===== config.mk =====
export PLATFORM = sky130hd
export DESIGN_NAME = fat16_root_directory_scanner_core
export DESIGN_NICKNAME = d
export VERILOG_FILES = /design/src/rtl/core/f16rd_pkg.sv /design/src/rtl/core/f16rd_front.sv /design/src/rtl/core/f16rd_queue.sv /design/src/rtl/core/f16rd_back.sv /design/src/rtl/core/fat16_root_directory_scanner_core.sv
export VERILOG_INCLUDE_DIRS = /design/src /design/src/rtl/core
export SDC_FILE = /design/constraint.sdc
export NUM_CORES = 1
export LEC_CHECK = 0
export ABC_AREA = 1
export BUFFER_PORTS_ARGS = -buffer_cell sky130_fd_sc_hd__buf_2
export CAP_MARGIN = 20
export CORE_MARGIN = 2
export CORE_UTILIZATION = 27
export CTS_CLUSTER_DIAMETER = 50
export DETAILED_ROUTE_END_ITERATION = 10
export PLACE_DENSITY_LB_ADDON = 0.08
export SETUP_SLACK_MARGIN = 0.3
export SLEW_MARGIN = 20
export SYNTH_ARGS = -nofsm -noshare
export SYNTH_HDL_FRONTEND = slang
export SYNTH_SLANG_ARGS = --single-unit
export TNS_END_PERCENT = 50

===== constraint.sdc =====
create_clock -name clk -period 15.1 [get_ports clk]
set_input_delay 3.02 -clock clk [delete_from_list [all_inputs] [get_ports clk]]
set_output_delay 3.02 -clock clk [all_outputs]
set_load 0.01 [all_outputs]

===== src/rtl/core/assert_macros.svh =====
// Assertion shorthands shared by the root directory scanner RTL.
// Included by the modules that carry concurrent checks; needs clk and rst_n in scope.
`ifndef ASSERT_MACROS_SVH
`define ASSERT_MACROS_SVH

// Check at every clock edge outside reset.
`define F16RD_ASSERT_CLK(lbl, prop, msg) \
  lbl: assert property (@(posedge clk) disable iff (!rst_n) prop) \
    else $error(msg);

// Check at every clock edge, reset included.
`define F16RD_ASSERT_ALWAYS(lbl, prop, msg) \
  lbl: assert property (@(posedge clk) prop) \
    else $error(msg);

`endif


===== src/rtl/core/f16rd_pkg.sv =====
// Shared types, constants and helpers for the FAT16 root directory scanner.
// No dependencies; imported by every module of the block.
`timescale 1ns / 1ps
`default_nettype none

package f16rd_pkg;

  localparam int SECTOR_BYTES       = 512;
  localparam int ENTRY_BYTES        = 32;
  localparam int ENTRIES_PER_SECTOR = SECTOR_BYTES / ENTRY_BYTES;

  localparam int QUEUE_DEPTH = 2;
  localparam int QPTR_W      = (QUEUE_DEPTH > 1) ? $clog2(QUEUE_DEPTH) : 1;
  localparam int QCNT_W      = $clog2(QUEUE_DEPTH + 1);

  localparam logic [7:0] BYTE_END_MARK  = 8'h00;
  localparam logic [7:0] BYTE_DELETED   = 8'hE5;
  localparam logic [7:0] ATTR_LONG_NAME = 8'h0F;
  localparam int         ATTR_VOLUME_BIT = 3;

  localparam logic [4:0] POS_LAST = 5'(ENTRY_BYTES - 1);

  typedef enum logic [1:0] {
    ST_LISTED    = 2'd0,
    ST_MATCHED   = 2'd1,
    ST_END_MARK  = 2'd2,
    ST_EXHAUSTED = 2'd3
  } status_t;

  typedef enum logic [1:0] {
    CFG_SEARCH_MODE = 2'd0,
    CFG_WANT_NAME   = 2'd1,
    CFG_WANT_EXT    = 2'd2,
    CFG_ROOT_COUNT  = 2'd3
  } cfg_idx_t;

  typedef struct packed {
    logic        search_mode;
    logic [63:0] want_name;
    logic [23:0] want_ext;
    logic [16:0] entry_limit;
  } cfg_t;

  typedef struct packed {
    status_t     status;
    logic [63:0] name_raw;
    logic [23:0] ext_raw;
    logic [7:0]  attributes;
    logic [15:0] first_cluster;
    logic [31:0] file_size;
  } rec_t;

  // Entry count rounded up to whole sectors.
  function automatic logic [16:0] entry_limit(input logic [15:0] root_count);
    logic [16:0] sum;
    sum = {1'b0, root_count} + 17'(ENTRIES_PER_SECTOR - 1);
    return sum & ~17'(ENTRIES_PER_SECTOR - 1);
  endfunction

endpackage

`default_nettype wire


===== src/rtl/core/f16rd_front.sv =====
// Front end: assembles 32-byte directory entries and classifies each one.
// Depends on f16rd_pkg; pushes result records into f16rd_queue.
`timescale 1ns / 1ps
`default_nettype none
`include "assert_macros.svh"

module f16rd_front
  import f16rd_pkg::*;
(
  input  wire logic       clk,
  input  wire logic       rst_n,
  input  wire cfg_t       cfg,
  input  wire logic       acc,
  input  wire logic [7:0] data_byte,
  input  wire logic       start_req,
  output logic            push,
  output rec_t            rec
);

  logic [4:0]  pos_r,  pos_nxt;
  logic [16:0] seen_r, seen_nxt;
  logic        done_r, done_nxt;
  logic [63:0] name_r, name_nxt;
  logic [23:0] ext_r,  ext_nxt;
  logic [7:0]  attr_r, attr_nxt;
  logic [15:0] clus_r, clus_nxt;
  logic [31:0] size_r, size_nxt;

  logic [4:0]  pos_eff;
  logic [16:0] seen_eff;
  logic        run, exhaust, capture, last_byte;
  logic [7:0]  first_byte;
  logic        skip, match;

  always_comb begin
    pos_eff  = start_req ? 5'd0 : pos_r;
    seen_eff = start_req ? 17'd0 : seen_r;
    run      = acc && (start_req || !done_r);
    exhaust  = run && (pos_eff == 5'd0) && (seen_eff >= cfg.entry_limit);
    capture  = run && !exhaust;
    last_byte = capture && (pos_eff == POS_LAST);

    name_nxt = name_r;
    ext_nxt  = ext_r;
    attr_nxt = attr_r;
    clus_nxt = clus_r;
    size_nxt = size_r;
    if (capture) begin
      case (pos_eff) inside
        [5'd0:5'd7]:   name_nxt = {name_r[55:0], data_byte};
        [5'd8:5'd10]:  ext_nxt  = {ext_r[15:0], data_byte};
        5'd11:         attr_nxt = data_byte;
        5'd26:         clus_nxt = {clus_r[15:8], data_byte};
        5'd27:         clus_nxt = {data_byte, clus_r[7:0]};
        [5'd28:5'd31]: size_nxt = {data_byte, size_r[31:8]};
        default:       ;
      endcase
    end

    first_byte = name_nxt[63:56];
    skip  = (first_byte == BYTE_DELETED) || (attr_nxt == ATTR_LONG_NAME) ||
            attr_nxt[ATTR_VOLUME_BIT];
    match = (name_nxt == cfg.want_name) && (ext_nxt == cfg.want_ext);

    push = exhaust ||
           (last_byte && ((first_byte == BYTE_END_MARK) ||
                          (!skip && (!cfg.search_mode || match))));

    if (exhaust) begin
      rec = '0;
      rec.status = ST_EXHAUSTED;
    end else begin
      rec.name_raw      = name_nxt;
      rec.ext_raw       = ext_nxt;
      rec.attributes    = attr_nxt;
      rec.first_cluster = clus_nxt;
      rec.file_size     = size_nxt;
      if (first_byte == BYTE_END_MARK) begin
        rec.status = ST_END_MARK;
      end else if (cfg.search_mode) begin
        rec.status = ST_MATCHED;
      end else begin
        rec.status = ST_LISTED;
      end
    end

    pos_nxt  = pos_r;
    seen_nxt = seen_r;
    done_nxt = done_r;
    if (acc && start_req) begin
      pos_nxt  = 5'd0;
      seen_nxt = 17'd0;
      done_nxt = 1'b0;
    end
    if (exhaust) begin
      done_nxt = 1'b1;
    end
    if (capture) begin
      pos_nxt = pos_eff + 5'd1;
    end
    if (last_byte) begin
      seen_nxt = seen_eff + 17'd1;
      // A search hit or an end mark closes the scan.
      if (push && (rec.status != ST_LISTED)) begin
        done_nxt = 1'b1;
      end
    end
  end

  always_ff @(posedge clk) begin
    if (!rst_n) begin
      pos_r  <= 5'd0;
      seen_r <= 17'd0;
      done_r <= 1'b1;
    end else begin
      pos_r  <= pos_nxt;
      seen_r <= seen_nxt;
      done_r <= done_nxt;
    end
  end

  always_ff @(posedge clk) begin
    name_r <= name_nxt;
    ext_r  <= ext_nxt;
    attr_r <= attr_nxt;
    clus_r <= clus_nxt;
    size_r <= size_nxt;
  end

  `F16RD_ASSERT_CLK(a_push_needs_accept, push |-> acc, "result pushed without an accepted byte")
  `F16RD_ASSERT_CLK(a_idle_no_push, (done_r && !start_req) |-> !push, "result pushed while idle")
  `F16RD_ASSERT_CLK(a_final_sets_done, (push && (rec.status != ST_LISTED)) |=> done_r,
                    "scan not closed after a final result")

endmodule

`default_nettype wire


===== src/rtl/core/f16rd_queue.sv =====
// Short result queue between the entry front end and the output stage.
// Depends on f16rd_pkg.
`timescale 1ns / 1ps
`default_nettype none
`include "assert_macros.svh"

module f16rd_queue
  import f16rd_pkg::*;
(
  input  wire logic clk,
  input  wire logic rst_n,
  input  wire logic push,
  input  wire rec_t push_rec,
  input  wire logic pop,
  output rec_t      head_rec,
  output logic      full,
  output logic      empty
);

  rec_t              mem_r [QUEUE_DEPTH];
  logic [QPTR_W-1:0] wr_ptr_r, wr_ptr_nxt;
  logic [QPTR_W-1:0] rd_ptr_r, rd_ptr_nxt;
  logic [QCNT_W-1:0] count_r, count_nxt;

  function automatic logic [QPTR_W-1:0] ptr_inc(input logic [QPTR_W-1:0] p);
    return (p == QPTR_W'(QUEUE_DEPTH - 1)) ? '0 : p + 1'b1;
  endfunction

  always_comb begin
    full       = (count_r == QCNT_W'(QUEUE_DEPTH));
    empty      = (count_r == '0);
    head_rec   = mem_r[rd_ptr_r];
    wr_ptr_nxt = push ? ptr_inc(wr_ptr_r) : wr_ptr_r;
    rd_ptr_nxt = pop  ? ptr_inc(rd_ptr_r) : rd_ptr_r;
    count_nxt  = count_r;
    if (push && !pop) begin
      count_nxt = count_r + 1'b1;
    end else if (pop && !push) begin
      count_nxt = count_r - 1'b1;
    end
  end

  always_ff @(posedge clk) begin
    if (!rst_n) begin
      wr_ptr_r <= '0;
      rd_ptr_r <= '0;
      count_r  <= '0;
    end else begin
      wr_ptr_r <= wr_ptr_nxt;
      rd_ptr_r <= rd_ptr_nxt;
      count_r  <= count_nxt;
    end
  end

  always_ff @(posedge clk) begin
    if (push) begin
      mem_r[wr_ptr_r] <= push_rec;
    end
  end

  `F16RD_ASSERT_ALWAYS(a_reset_empties, !rst_n |=> (count_r == '0), "queue not empty after reset")
  `F16RD_ASSERT_CLK(a_no_overflow, push |-> !full, "push into a full queue")
  `F16RD_ASSERT_CLK(a_no_underflow, pop |-> !empty, "pop from an empty queue")
  `F16RD_ASSERT_CLK(a_count_up, (push && !pop) |=> (count_r == QCNT_W'($past(count_r) + 1'b1)),
                    "queue count lost a push")

endmodule

`default_nettype wire


===== src/rtl/core/f16rd_back.sv =====
// Output stage: pulls records from the queue into the result register.
// Depends on f16rd_pkg; fed by f16rd_queue.
`timescale 1ns / 1ps
`default_nettype none

module f16rd_back
  import f16rd_pkg::*;
(
  input  wire logic clk,
  input  wire logic rst_n,
  input  wire logic q_empty,
  input  wire rec_t head_rec,
  output logic      pop,
  input  wire logic out_stall,
  output logic      out_valid,
  output rec_t      out_rec
);

  logic out_valid_r, out_valid_nxt;
  rec_t out_rec_r;

  always_comb begin
    // Refill whenever the register is free or its record leaves this cycle.
    pop = !q_empty && (!out_valid_r || !out_stall);
    out_valid_nxt = out_valid_r;
    if (pop) begin
      out_valid_nxt = 1'b1;
    end else if (!out_stall) begin
      out_valid_nxt = 1'b0;
    end
  end

  always_ff @(posedge clk) begin
    if (!rst_n) begin
      out_valid_r <= 1'b0;
    end else begin
      out_valid_r <= out_valid_nxt;
    end
  end

  always_ff @(posedge clk) begin
    if (pop) begin
      out_rec_r <= head_rec;
    end
  end

  assign out_valid = out_valid_r;
  assign out_rec   = out_rec_r;

endmodule

`default_nettype wire


===== src/rtl/core/fat16_root_directory_scanner_core.sv =====
// FAT16 root directory scanner. Takes one directory byte per cycle while
// in_stall is low: each accepted byte updates the entry assembly registers
// in the cycle it arrives, and the entry's last byte decides whether it is
// reported. A result is written into a two-deep record queue and from there
// into an output register, which raises out_valid; in_stall is raised only
// while the queue holds two records the output side has not taken.
// Configuration writes are always ready and must only be issued while no
// scan is producing results.
`timescale 1ns / 1ps
`default_nettype none

module fat16_root_directory_scanner_core
  import f16rd_pkg::*;
(
  input  wire logic        clk,
  input  wire logic        rst_n,
  input  wire logic        in_valid,
  output logic             in_stall,
  input  wire logic [7:0]  in_data_byte,
  input  wire logic        in_start_req,
  output logic             out_valid,
  input  wire logic        out_stall,
  output logic [1:0]       out_status,
  output logic [63:0]      out_name_raw,
  output logic [23:0]      out_ext_raw,
  output logic [7:0]       out_attributes,
  output logic [15:0]      out_first_cluster,
  output logic [31:0]      out_file_size,
  input  wire logic        cfg_valid,
  output logic             cfg_ready,
  input  wire logic [1:0]  cfg_index,
  input  wire logic [63:0] cfg_data
);

  logic        search_mode_r;
  logic [63:0] want_name_r;
  logic [23:0] want_ext_r;
  logic [15:0] root_count_r;
  cfg_t        cfg;

  logic acc, push, pop, q_full, q_empty;
  rec_t push_rec, head_rec, out_rec;

  assign cfg_ready = 1'b1;

  always_ff @(posedge clk) begin
    if (!rst_n) begin
      search_mode_r <= 1'b0;
      want_name_r   <= 64'd0;
      want_ext_r    <= 24'd0;
      root_count_r  <= 16'd512;
    end else if (cfg_valid && cfg_ready) begin
      case (cfg_idx_t'(cfg_index))
        CFG_SEARCH_MODE: search_mode_r <= cfg_data[0];
        CFG_WANT_NAME:   want_name_r   <= cfg_data;
        CFG_WANT_EXT:    want_ext_r    <= cfg_data[23:0];
        CFG_ROOT_COUNT:  root_count_r  <= cfg_data[15:0];
        default:         ;
      endcase
    end
  end

  always_comb begin
    cfg.search_mode = search_mode_r;
    cfg.want_name   = want_name_r;
    cfg.want_ext    = want_ext_r;
    cfg.entry_limit = entry_limit(root_count_r);
  end

  assign in_stall = q_full;
  assign acc      = in_valid && !in_stall;

  f16rd_front u_front (
    .clk       (clk),
    .rst_n     (rst_n),
    .cfg       (cfg),
    .acc       (acc),
    .data_byte (in_data_byte),
    .start_req (in_start_req),
    .push      (push),
    .rec       (push_rec)
  );

  f16rd_queue u_queue (
    .clk      (clk),
    .rst_n    (rst_n),
    .push     (push),
    .push_rec (push_rec),
    .pop      (pop),
    .head_rec (head_rec),
    .full     (q_full),
    .empty    (q_empty)
  );

  f16rd_back u_back (
    .clk       (clk),
    .rst_n     (rst_n),
    .q_empty   (q_empty),
    .head_rec  (head_rec),
    .pop       (pop),
    .out_stall (out_stall),
    .out_valid (out_valid),
    .out_rec   (out_rec)
  );

  assign out_status        = out_rec.status;
  assign out_name_raw      = out_rec.name_raw;
  assign out_ext_raw       = out_rec.ext_raw;
  assign out_attributes    = out_rec.attributes;
  assign out_first_cluster = out_rec.first_cluster;
  assign out_file_size     = out_rec.file_size;

endmodule

`default_nettype wire


Word level (Yosys, flattened, before mapping) --
Memories as Yosys holds them, arrays and structs flattened. A register that Yosys moved wholly into a read port is not among the register bits. Index checks and enable logic that the tools add are counted.
Storage, ports and cells: register bits 277, RAM bits 292, output and inout port bits 149, memories kept 1
Cells by class: add/subtract/negate cells 7, $lt $le $gt $ge 7, eq/ne operators 13, muxes and demuxes 43, reductions and logical operators 46
Memories:
- u_queue.mem_r | depth 2, bits a word 146, rd ports 1, clocked after memory_dff 1, wr ports 1, line f16rd_queue.sv:20 | rec_t mem_r [QUEUE_DEPTH];
Operator list (number):
- 2-to-1 mux 32 bit | 7
- 2-to-1 mux 146 bit | 1
- 2-to-1 mux 64 bit | 2
- 2-to-1 mux 16 bit | 6
- 2-to-1 mux 24 bit | 3
- == test 64 bit | 1
- 2-to-1 mux 17 bit | 3
- 2-to-1 mux 8 bit | 4
- == test 24 bit | 1
- adder 16 x 4 -> 17 bit (second input constant) | 1
- adder 17 x 1 -> 17 bit (second input constant) | 1
- greater-or-equal comparator 17 bit | 1
- logical AND 1 bit | 17
- == test 5 bit (second input constant) | 3
- 2-to-1 mux 5 bit | 3
- 2-to-1 mux 1 bit | 11
- logical NOT 1 bit | 10
- == test 8 x 4 -> 1 bit (second input constant) | 1
- == test 8 bit (second input constant) | 1
- logical NOT 8 bit | 1
- AND reduction 2 bit | 4
- nonzero test 2 bit | 4
- logical OR 1 bit | 7
- == test 2 bit (second input constant) | 3
- other kinds (16) | 20

Logic depth before layout (Yosys ltp) --
Gate-level depths: netlist of the first run.
word-level depth 21, depth in mapped cells 51

Hierarchy --
A second synthesis of the first run with hierarchy kept.
Unflattened totals: cell total of the unflattened synthesis 3020, area total of the unflattened synthesis 30299.1 µm²
Modules (own cells, without submodules):
- f16rd_front | instances 1, cells each 1846, area each 10944.2 µm², sequential area each 3343.2 µm²
- f16rd_queue | instances 1, cells each 489, area each 10845.4 µm², sequential area each 8868.5 µm²
- f16rd_back | instances 1, cells each 151, area each 4425.5 µm², sequential area each 4404.2 µm²
- fat16_root_directory_scanner_core | instances 1, cells each 534, area each 4083.9 µm², sequential area each 2102.0 µm²

Worst setup path after synthesis of the first run --
OpenSTA, ideal clock, no wires.
path kind input to register, from input in_start_req, to memory u_queue.mem_r[0][0] (netlist bit), enable pin, arrival 12.671 ns, data required time 14.401 ns, path slack 1.730 ns, cell stages on the path 19, path buffers 3, cell sequence buf_6 > clkbuf_1 > nor2_1 > ha_1 > nand2_1 > nand2_1 > nand2_1 > nand2_1 > a21oi_1 > nand3_2 > a21boi_2 > buf_2 > nand3_1 > nor3_2 > mux2i_1 > nand2_1 > a21oi_2 > nand2_2 > a21oi_1
Between the ends: longest elaborated chain between the ends 17, elaborated cells between the ends (all ways) 44
RTL lines:
- start, declared | line fat16_root_directory_scanner_core.sv:20 | input wire logic in_start_req,
- parallel branches: the longest is 14 deep, another holds greater-or-equal comparator 17 bit
- logical OR 1 bit (*) | line f16rd_front.sv:65 | push = exhaust ||
- 2-to-1 mux 1 bit (*) | line f16rd_queue.sv:56 | if (push) begin
- 2-to-1 mux 1 bit (not written as such) (*) | line f16rd_queue.sv:57 | mem_r[wr_ptr_r] <= push_rec;
- end, declared | line f16rd_queue.sv:20
Mark *: on every way between the ends.

Worst setup path after layout of the first run --
from input in_start_req, to memory u_queue.mem_r[0][83] (netlist bit), enable pin
The elaborated chain is that of the path after synthesis.

==> results of run 1 <==
==> placed cells by master, fill, tap and decap left out, drive strengths merged, types with 8 or more instances in the layout <==
cell      instances
o21ai           215
dfxtp           277
nor3              8
mux2i            40
edfxtp          438
buf             256
inv             354
clkinv           39
nand2          1080
nand3b           74
ha               20
clkbuf          130
bufinv            9
a21oi           101
clkinvlp         17
nand3           132
nor2            372
==> critical path: cells and delay by family <==
kind                       cells  cell delay, ps
adders and majority gates      1             290
and+or+nand+nor               20            2890
buffers and inverters          6            2480
AOI/OAI and AO/OA              1             140
==> cells by family after synthesis <==
group / synth area share [%]
buffers and inverters: 6.573
and+or+nand+nor: 22.96
xor gates and xnor gates: 0.08810
AOI/OAI and AO/OA: 5.507
muxes: 1.342
DFF: 62.68
other: 0.01257
adders and majority gates: 0.8389
==> routing by layer <==
layer  vias to the layer above  global-route usage [%]  part of all wire [%]
li1                      11020                       -                     -
met1                     10140                   22.14                    48
met2                       417                   24.38                    44
met3                       110                   3.022                   6.0
met4                         0                   4.303                   1.7
met5                         -                       0                     0
==> how the worst min path moves through the flow <==
stage,startpoint,end,slack [ps],cells past startpoint
global route,u_front.attr_r[2],u_front.attr_r[2],470,2
detailed placement,u_front.clus_r[0],u_front.clus_r[0],440,2
global placement,u_front.clus_r[0],u_front.clus_r[0],440,2
CTS,u_front.size_r[3],u_front.size_r[3],460,2
finish,u_front.size_r[3],u_front.size_r[3],450,2
floorplan,u_front.attr_r[0],u_front.attr_r[0],420,2
==> final cells by class <==
| cell class | count | area share [%] |
|---|---|---|
| Sequential cell | 715 | 51.79 |
| Multi-Input combinational cell | 2061 | 25.53 |
| Clock buffer | 130 | 7.970 |
| Tap cell | 1476 | 5.114 |
| Timing Repair Buffer | 256 | 3.756 |
| Inverter | 344 | 3.611 |
| Clock inverter | 75 | 2.204 |
| Antenna cell | 4 | 0.02772 |
==> state kept, by name, summed over array words and instances (netlist names) <==
register / cells
root_count_r: 16
search_mode_r: 1
u_back.out_rec: 146
u_back.out_valid: 1
u_front.attr_r: 8
u_front.clus_r: 16
u_front.done_r: 1
u_front.ext_r: 24
u_front.name_r: 64
u_front.pos_r: 5
u_front.seen_r: 17
u_front.size_r: 32
u_queue.count_r: 2
u_queue.mem_r: 292
u_queue.rd_ptr_r: 1
u_queue.wr_ptr_r: 1
want_ext_r: 24
want_name_r: 64
==> report_power, final <==
part	internal (mW)	total (mW)	leakage, nW	switching, mW
clock	1.53	2.51	1.75	0.980
sequential	2.56	2.73	6.31	0.163
combinational	0.417	1.50	7.47	1.08
==> summary.md, run 1 <==
| Metric | Value |
|---|---|
| Status | completed |
| Synth top area share | 44.09% |
| Multi-input logic area | 0.009218 mm2 |
| First-pass GRT wire length | 133.2 mm |
| Slew Limit Fails | 0 |
| Max VDD drop | 93.71 uV |
| Mapped Avg Cell Area | 9.142 um2 |
| Post-DP HPWL | 59.56 mm |
| Clk_skew | 37.04 ps |
| Dpl cell area | 0.03243 mm2 |
| Synth cell count leaders | nand2_1 (1072), edfxtp_1 (438), nor2_1 (369) |
| R2r startpoint | root_count_r[2] |
| Setup crit end kind | flop |
| IO Count | 229 |
| Dpl cells | 4852 |
| Critical path's most frequent cell | nand2_1 |
| Design Area, Final | 0.03611 mm2 |
| Tightest Pin Transition | 1097 ps |
| Min cycle time layout | 8718 ps |
| Slew HR | 26.10% |
| FF-to-FF End | u_queue.mem_r[0][83] |
| Worst skew pair latency | 700 ps |
| Detailed Route WL | 89.62 mm |
| Critical path class | primary input to flop |
| GRT Overall Usage | 15.68% |
| Worst hold path type | flop to flop |
| EDFF count, synth | 438 |
| Clock sinks | 715 |
| Vias in the first global route | 21.09k |
| Post-layout util | 33.08% |
| Pwr Total | 6.735 mW |
| Reg2reg path depth | 46 |
| FMAX | 0.1147 GHz |
| GP Congestion | 0.7858 |
| Max-capacitance violation count | 0 |
| Residual DRC | 0 |
| CP startpoint | in_start_req |
| Sequential area share after synthesis | 62.68% |
| Port Buffers | 227 |
| Total congestion overflow | 0 |
| Cell taking the most area after synthesis | edfxtp_1 |
| Core ar. | 0.1092 mm2 |
| Seq cells post-synth | 715 |
| Routed Antenna Nets | 0 |
| CP arrival | 9010 ps |
| Die area | 0.1132 mm2 |
| CTS Hold Bufs | 0 |
| Clock tree from TritonCTS | yes |
| Largest net degree at the start of global routing | 91 |
| Layout area overhead | 21.05% |
| Vias | 21.68k |
| Fill count | 11.38k |
| RSZ-0062 raised after global routing | false |
| Synth warnings | 0 |
| Fin cells | 5061 |
| Die Span X | 336.4 um |
| Layout cells sized above 1 | 13.24% |
| Chip Height | 336.4 um |
| Final Hold Viols | 0 |
| Endpoints failing setup | 0 |
| Pre-CTS setup slack | 5543 ps |
| Type of origin of the critical path | primary input |
| CP Data Required Time | 15390 ps |
| Mapped Cells | 3263 |
| Sum of negative setup slack | 0 ps |
| Primary FF master, synth | edfxtp_1 |
| Post-CTS sizing | 0 |
| Antenna violations before repair | 11 |
| Pwr dens | 186.5 mW/mm2 |
| Total Nets Final | 3586 |
| Post-synth ARST share | 0% |
| Drt pass-1 iters | 5 |
| Post-Synthesis Cell Area | 0.02983 mm2 |
| Setup slack, reg-to-reg | 7290 ps |
| Leading post-synthesis cells by cell area | edfxtp_1 (44%), dfxtp_1 (19%), nand2_1 (13%) |
| DRT iter0 DRCs | 1378 |
| Count leader, synth | nand2_1 |
| Initial Util | 27.33% |
| Pleak | 15.53 nW |
| Site row count | 121 |
| Max clock buf depth | 3 |
| Cell variety after synth | 41 |
| Critical path fanouts, max | 68 |
| Worst path slowest cell | buf_4 |
| Vias/cell | 4.284 |
| CTS root buffer | clkbuf_16 |
| Post-CTS Setup Bufs | 0 |
| H-tree depth | 3 |
| Total CTS buffers | 108 |
| Syn nets | 3363 |
| Hold_ws | 453.0 ps |
| Largest stage delay, worst path | 740 ps |
| CTS clk-pin slew, worst paths | 50 ps |
| Final period util | 57.74% |
| Crit path capture | u_queue.mem_r[0][83] |
| Drt wl/cell | 17.71 um |
| Area occupied by registers | 0.01870 mm2 |
| Worst setup margin | 6382 ps |
Note: power is estimated with default switching activity, not from simulation.
==> run 2, diff against run 1 <==
--- a/config.mk
+++ b/config.mk
@@ -6,7 +6,7 @@
 export SDC_FILE = /design/constraint.sdc
 export NUM_CORES = 1
 export LEC_CHECK = 0
-export ABC_AREA = 1
+export ABC_AREA = 0
 export BUFFER_PORTS_ARGS = -buffer_cell sky130_fd_sc_hd__buf_2
 export CAP_MARGIN = 20
 export CORE_MARGIN = 2
==> constraint.sdc (replaced) <==
create_clock -name clk -period 8.8 [get_ports clk]
set_input_delay 1.76 -clock clk [delete_from_list [all_inputs] [get_ports clk]]
set_output_delay 1.76 -clock clk [all_outputs]
set_load 0.01 [all_outputs]
==> summary.md, run 2 <==
| Metric | Value |
|---|---|
| Status | finished with violations |
| Failing checks | DRC |
| Part of the power in registers | 43.6% |
| Top cell family by delay on the critical path | simple AND/OR/NAND/NOR gates |
| Sw Ratio | 30.26% |
| Critical path fanouts, max | 51 |
| CTS root buffer | clkbuf_16 |
| Clk_skew | 28.67 ps |
| Mapped Cells | 2279 |
| Max FFs per register | 292 |
| DRT iter0 DRCs | 1383 |
| Pwr dens | 308.7 mW/mm2 |
| Final period util | 78.29% |
| Chip Height | 330.2 um |
| Seq cells post-synth | 715 |
| Synth top area share | 45.77% |
| Endpoints failing setup | 0 |
| EDFF count, synth | 438 |
| Critical path class | flop to flop |
| Largest net degree at the start of global routing | 88 |
| Syn nets | 2379 |
| WP buf/inv | 3 |
| Routed Antenna Nets | 0 |
| Cell taking the most area after synthesis | edfxtp_1 |
| Layout cells sized above 1 | 24.91% |
| Vias/cell | 4.555 |
| Total congestion overflow | 0 |
| Min cycle time layout | 6890 ps |
| CP arrival | 7210 ps |
| Setup crit end kind | flop |
| Setup slack, reg-to-reg | 1910 ps |
| Max VDD drop | 152.2 uV |
| Cell variety after synth | 78 |
| Most frequent cells in the layout | edfxtp_1 (438), nand2_1 (337), dfxtp_1 (276) |
| Site row count | 119 |
| CTS Hold Bufs | 0 |
| Detailed Route WL | 93.64 mm |
| Tightest Pin Transition | 1016 ps |
| H-tree depth | 3 |
| Core ar. | 0.1054 mm2 |
| Sequential area share after synthesis | 65.07% |
| Hold_ws | 458.4 ps |
| Crit path cell chain | or4_1 -> and3_1 -> and3_1 -> and3_1 -> nand3_1 -> nor2_1 -> nand2_1 -> xor2_1 -> ha_1 -> a21oi_1 -> o21ai_0 -> a22o_4 -> nor3_4 -> buf_6 -> buf_4 -> mux2i_1 -> o2bb2ai_1 -> or4_1 -> nor4_2 -> a21oi_2 -> nor2b_4 -> buf_12 |
| GP Congestion | 0.8809 |
| Post-CTS Setup Bufs | 0 |
| Largest stage delay, worst path | 590 ps |
| RSZ-0062 raised after global routing | false |
| FMAX | 0.1451 GHz |
| Pleak | 13.07 nW |
| Post-layout util | 33.20% |
| Total Nets Final | 2631 |
| Initial Util | 27.26% |
| First-pass GRT wire length | 134.2 mm |
| Drt pass-1 iters | 8 |
| Mapped Avg Cell Area | 12.61 um2 |
| Layout area overhead | 21.80% |
| Drt wl/cell | 23.33 um |
| Worst skew pair latency | 670 ps |
| Die Span X | 330.2 um |
| Leading post-synthesis cells by cell area | edfxtp_1 (46%), dfxtp_1 (19%), mux2_2 (8.1%) |
| Clock power frac | 38.3% |
| CTS clk-pin slew, worst paths | 50 ps |
| Residual DRC | 26 |
| Antenna violations before repair | 4 |
| Biggest register | u_queue.mem_r |
| Post-CTS sizing | 0 |
| Worst hold path type | flop to flop |
| Net Switching | 3.269 mW |
| Post-DP HPWL | 66.48 mm |
| Port Buffers | 227 |
| Final Hold Viols | 0 |
| Synth cell count leaders | edfxtp_1 (438), nand2_1 (337), dfxtp_1 (277) |
| Pwr Total | 10.80 mW |
| Post-synth ARST share | 0% |
| Clock tree from TritonCTS | yes |
| Int Pwr | 7.535 mW |
| Die area | 0.1091 mm2 |
| Count leader, synth | edfxtp_1 |
| Type of origin of the critical path | flop |
| Slew HR | 32.25% |
| Primary FF master, synth | edfxtp_1 |
| Synth warnings | 0 |
| IO Count | 229 |
| GRT Overall Usage | 17.08% |
| Logic pwr share | 18.1% |
| Worst path slowest cell | or4_1 |
| Commonest non-fill, non-tap cell in the layout | edfxtp_1 |
| CP Data Required Time | 9120 ps |
| Vias in the first global route | 18.68k |
| Max clock buf depth | 3 |
| Vias | 18.28k |
| Slew Limit Fails | 0 |
| Max-capacitance violation count | 0 |
| Critical path's most frequent cell | and3_1 |
| Post-Synthesis Cell Area | 0.02874 mm2 |
| Total CTS buffers | 101 |
| Clock sinks | 715 |
-- run 2: power groups by stage --
stage	logic, mW	clock network (mW)	registers, mW
after floorplan	0.935	0	4.73
after global placement	2.00	0	4.78
after detailed placement	1.99	0	4.78
after CTS	2.00	4.26	4.72
after global routing	2.14	4.40	4.75
final	1.96	4.14	4.71
-- run 2: tightest hold or removal path, stage by stage (launching register included) --
cell	delay, ps
dfxtp_1	300
nand2_1	40
o21ai_0	80
-- run 2: cell type report --
class	count	area (um2)
fillers	10570	70420
flip-flops and latches	715	18700
multi-input cells	1346	9226
clock buffers	120	2681
well taps	1391	1740
repair buffers	256	1436
clock inverters	69	779.5
inverters	111	421.7
diodes	5	12.51
-- run 2: path summary, 6_finish.rpt --
path,start,endpoint,cells past startpoint
worst max register to register,root_count_r[0],u_queue.mem_r[1][136],22
worst min register to register,u_front.clus_r[6],u_front.clus_r[6],2
worst max-delay path,root_count_r[0],u_queue.mem_r[1][136],22
worst min-delay path,u_front.clus_r[6],u_front.clus_r[6],2
-- run 2: logic make-up (layout without fill, tap and decap cells) --
family	count (synthesis)	after routing	share of synthesized area, %
other cells	1	6	0.01305
compound gates	334	334	8.086
simple gates	676	676	11.52
xor+xnor	85	85	2.591
buf+inv	218	556	2.943
flops	715	715	65.07
mux	230	230	8.909
fa+ha+maj	20	20	0.8709
-- run 2: layer usage --
metal | up-vias | wire (um) | GRT usage (%)
met4 | 0 | 2460 | 5.440
met1 | 9042 | 45220 | 24.35
met5 | - | 0 | 0
met3 | 125 | 4365 | 2.985
met2 | 448 | 41590 | 26.24
li1 | 8664 | - | -
-- run 2: metrics by stage --
step	instance area, um2	setup slack (ps)	setup TNS (ps)	instances
final	35000	1910	0	4013
after global routing	34990	1603	0	4008
after CTS	34980	1592	0	4007
after detailed placement	31520	972.2	0	3818
after global placement	31510	1086	0	3818
after floorplan	28740	-285.3	-81230	2279
==> run 3, diff against run 2 <==
--- a/config.mk
+++ b/config.mk
@@ -6,7 +6,7 @@
 export SDC_FILE = /design/constraint.sdc
 export NUM_CORES = 1
 export LEC_CHECK = 0
-export ABC_AREA = 0
+export ABC_AREA = 1
 export BUFFER_PORTS_ARGS = -buffer_cell sky130_fd_sc_hd__buf_2
 export CAP_MARGIN = 20
 export CORE_MARGIN = 2
==> constraint.sdc (replaced) <==
create_clock -name clk -period 5.6 [get_ports clk]
set_input_delay 1.12 -clock clk [delete_from_list [all_inputs] [get_ports clk]]
set_output_delay 1.12 -clock clk [all_outputs]
set_load 0.01 [all_outputs]
==> summary.md, run 3 (synthesis results as in run 1) <==
| Metric | Value |
|---|---|
| Fill count | 11.27k |
| DRT iter0 DRCs | 1212 |
| Reg2reg path depth | 50 |
| Clock sinks | 715 |
| FF-to-FF End | u_queue.mem_r[0][51] |
| Final Hold Viols | 0 |
| Routed Antenna Nets | 0 |
| Setup crit end kind | flop |
| Total congestion overflow | 0 |
| Clock tree from TritonCTS | yes |
| Detailed Route WL | 91.32 mm |
| Slew HR | 36.38% |
| Slew Limit Fails | 0 |
| Biggest register | u_queue.mem_r |
| Hold Crit Depth | 2 |
| Initial Util | 27.33% |
| Total Nets Final | 3735 |
| Drt pass-1 iters | 5 |
| CP arrival | 5910 ps |
| Critical path class | flop to flop |
| Core ar. | 0.1092 mm2 |
| Largest stage delay, worst path | 320 ps |
| CP Data Required Time | 6000 ps |
| Final period util | 98.36% |
| CTS root buffer | clkbuf_16 |
| FMAX | 0.1816 GHz |
| Worst skew pair latency | 690 ps |
| Endpoints failing setup | 0 |
| Dpl cell area | 0.03370 mm2 |
| Vias | 22.17k |
| Status | completed |
| Sum of negative setup slack | 0 ps |
| GP Congestion | 0.7929 |
| Worst setup margin | 92.01 ps |
| Fin cells | 5204 |
| IO Count | 229 |
| H-tree depth | 3 |
| Die Span X | 336.4 um |
| Min cycle time layout | 5508 ps |
| Tightest Pin Transition | 954.4 ps |
| Vias in the first global route | 22.01k |
| Critical path's most frequent cell | nor2_1 |
| Max clock buf depth | 3 |
| Type of origin of the critical path | flop |
| Max VDD drop | 227.6 uV |
| Max FFs per register | 292 |
| CTS clk-pin slew, worst paths | 60 ps |
| Residual DRC | 0 |
| Hold Crit Start | u_front.clus_r[10] |
| Antenna violations before repair | 2 |
| Post-DP HPWL | 61.25 mm |
| R2r startpoint | root_count_r[3] |
| Max-capacitance violation count | 0 |
| Clk_skew | 29.30 ps |
| Worst hold path type | flop to flop |
| Setup slack, reg-to-reg | 90 ps |
| Pwr dens | 487.0 mW/mm2 |
| Die area | 0.1132 mm2 |
| Pleak | 16.53 nW |
| Total CTS buffers | 108 |
| Commonest non-fill, non-tap cell in the layout | nand2_1 |
| Largest net degree at the start of global routing | 82 |
| Design Area, Final | 0.03816 mm2 |
| Inserted Diodes | 0 |
| Critical path fanouts, max | 8 |
| Layout area overhead | 27.94% |
| Layout cells sized above 1 | 18.59% |
| Port Buffers | 227 |
| Worst path slowest cell | dfxtp_2 |
| Site row count | 121 |
| Pre-CTS setup slack | -110.0 ps |
| First-pass GRT wire length | 136.4 mm |
| Most frequent cells in the layout | nand2_1 (1038), edfxtp_1 (438), nor2_1 (350) |
| Dpl cells | 4972 |
| GRT Overall Usage | 16.09% |
| Post-layout util | 34.96% |
| Worst hold endpoint | u_front.clus_r[10] |
| Vias/cell | 4.260 |
| RSZ-0062 raised after global routing | true |
| Chip Height | 336.4 um |
| Drt wl/cell | 17.55 um |
run 3: cell types whose count changed in the layout (fill, tap and decap cells not counted), moves of 103 or more:
cell	change
nor2b_1	-146
inv_1	+224
mux2_2	-206
nor2_1	+302
o21ai_0	+142
buf_4	+103
a21boi_0	-110
nand2_1	+701
run 3: metrics by stage:
stage          hold slack (ps)  total power, mW
5_1_grt                  475.6            19.73
2_1_floorplan            424.5            9.850
3_5_place_dp             439.2            11.89
3_3_place_gp             438.1            11.91
4_1_cts                  454.0            18.88
6_report                 450.0            18.58
run 3: what timing repair did:
item | in CTS | in global routing
hold buffers | 0 | 0
buffers inserted | 15 | 5
setup endpoints to repair | 295 | 353
pin swaps | 20 | 44
gates resized for setup | 43 | 77
cloned | 6 | 2
run 3: worst max path at each step:
stage | from | endpoint | cells after the start
6_report | root_count_r[3] | u_queue.mem_r[0][51] | 50
5_1_grt | root_count_r[0] | u_queue.mem_r[0][76] | 50
4_1_cts | root_count_r[2] | u_queue.mem_r[0][51] | 50
3_5_place_dp | root_count_r[2] | u_queue.mem_r[0][122] | 45
3_3_place_gp | root_count_r[0] | u_queue.mem_r[0][125] | 45
2_1_floorplan | root_count_r[0] | u_queue.mem_r[1][0] | 38
run 3: area by class of cell:
| class | instances | area (um2) | area share (%) |
|---|---|---|---|
| flip-flops and latches | 715 | 18710 | 49.02 |
| multi-input cells | 2061 | 9547 | 25.02 |
| repair buffers | 405 | 3107 | 8.141 |
| clock buffers | 128 | 2880 | 7.547 |
| well taps | 1476 | 1847 | 4.839 |
| inverters | 344 | 1304 | 3.416 |
| clock inverters | 75 | 772.0 | 2.023 |
run 3: metal layers:
layer,vias to the layer above,track usage (%),share of wire (%)
met1,10340,22.03,48
met2,378,25.75,45
met5,-,0,0
met3,143,2.497,3.8
met4,0,5.648,2.9
li1,11310,-,-
run 3: worst max-delay path: cells and delay by family (launching register included):
kind | cells | cell delay, ps
AO/OA/AOI/OAI | 2 | 300
XOR/XNOR | 1 | 140
adder cells (fa/ha/maj) | 1 | 260
buffers and inverters | 16 | 1570
flip-flops | 1 | 320
AND/OR/NAND/NOR | 30 | 2580
run 3: where the power goes:
part           internal [mW]  total [mW]  switching, mW
clock                   4.10        6.74           2.64
combinational           1.47        4.53           3.06
sequential              6.91        7.32          0.412
total                   12.5        18.6           6.11
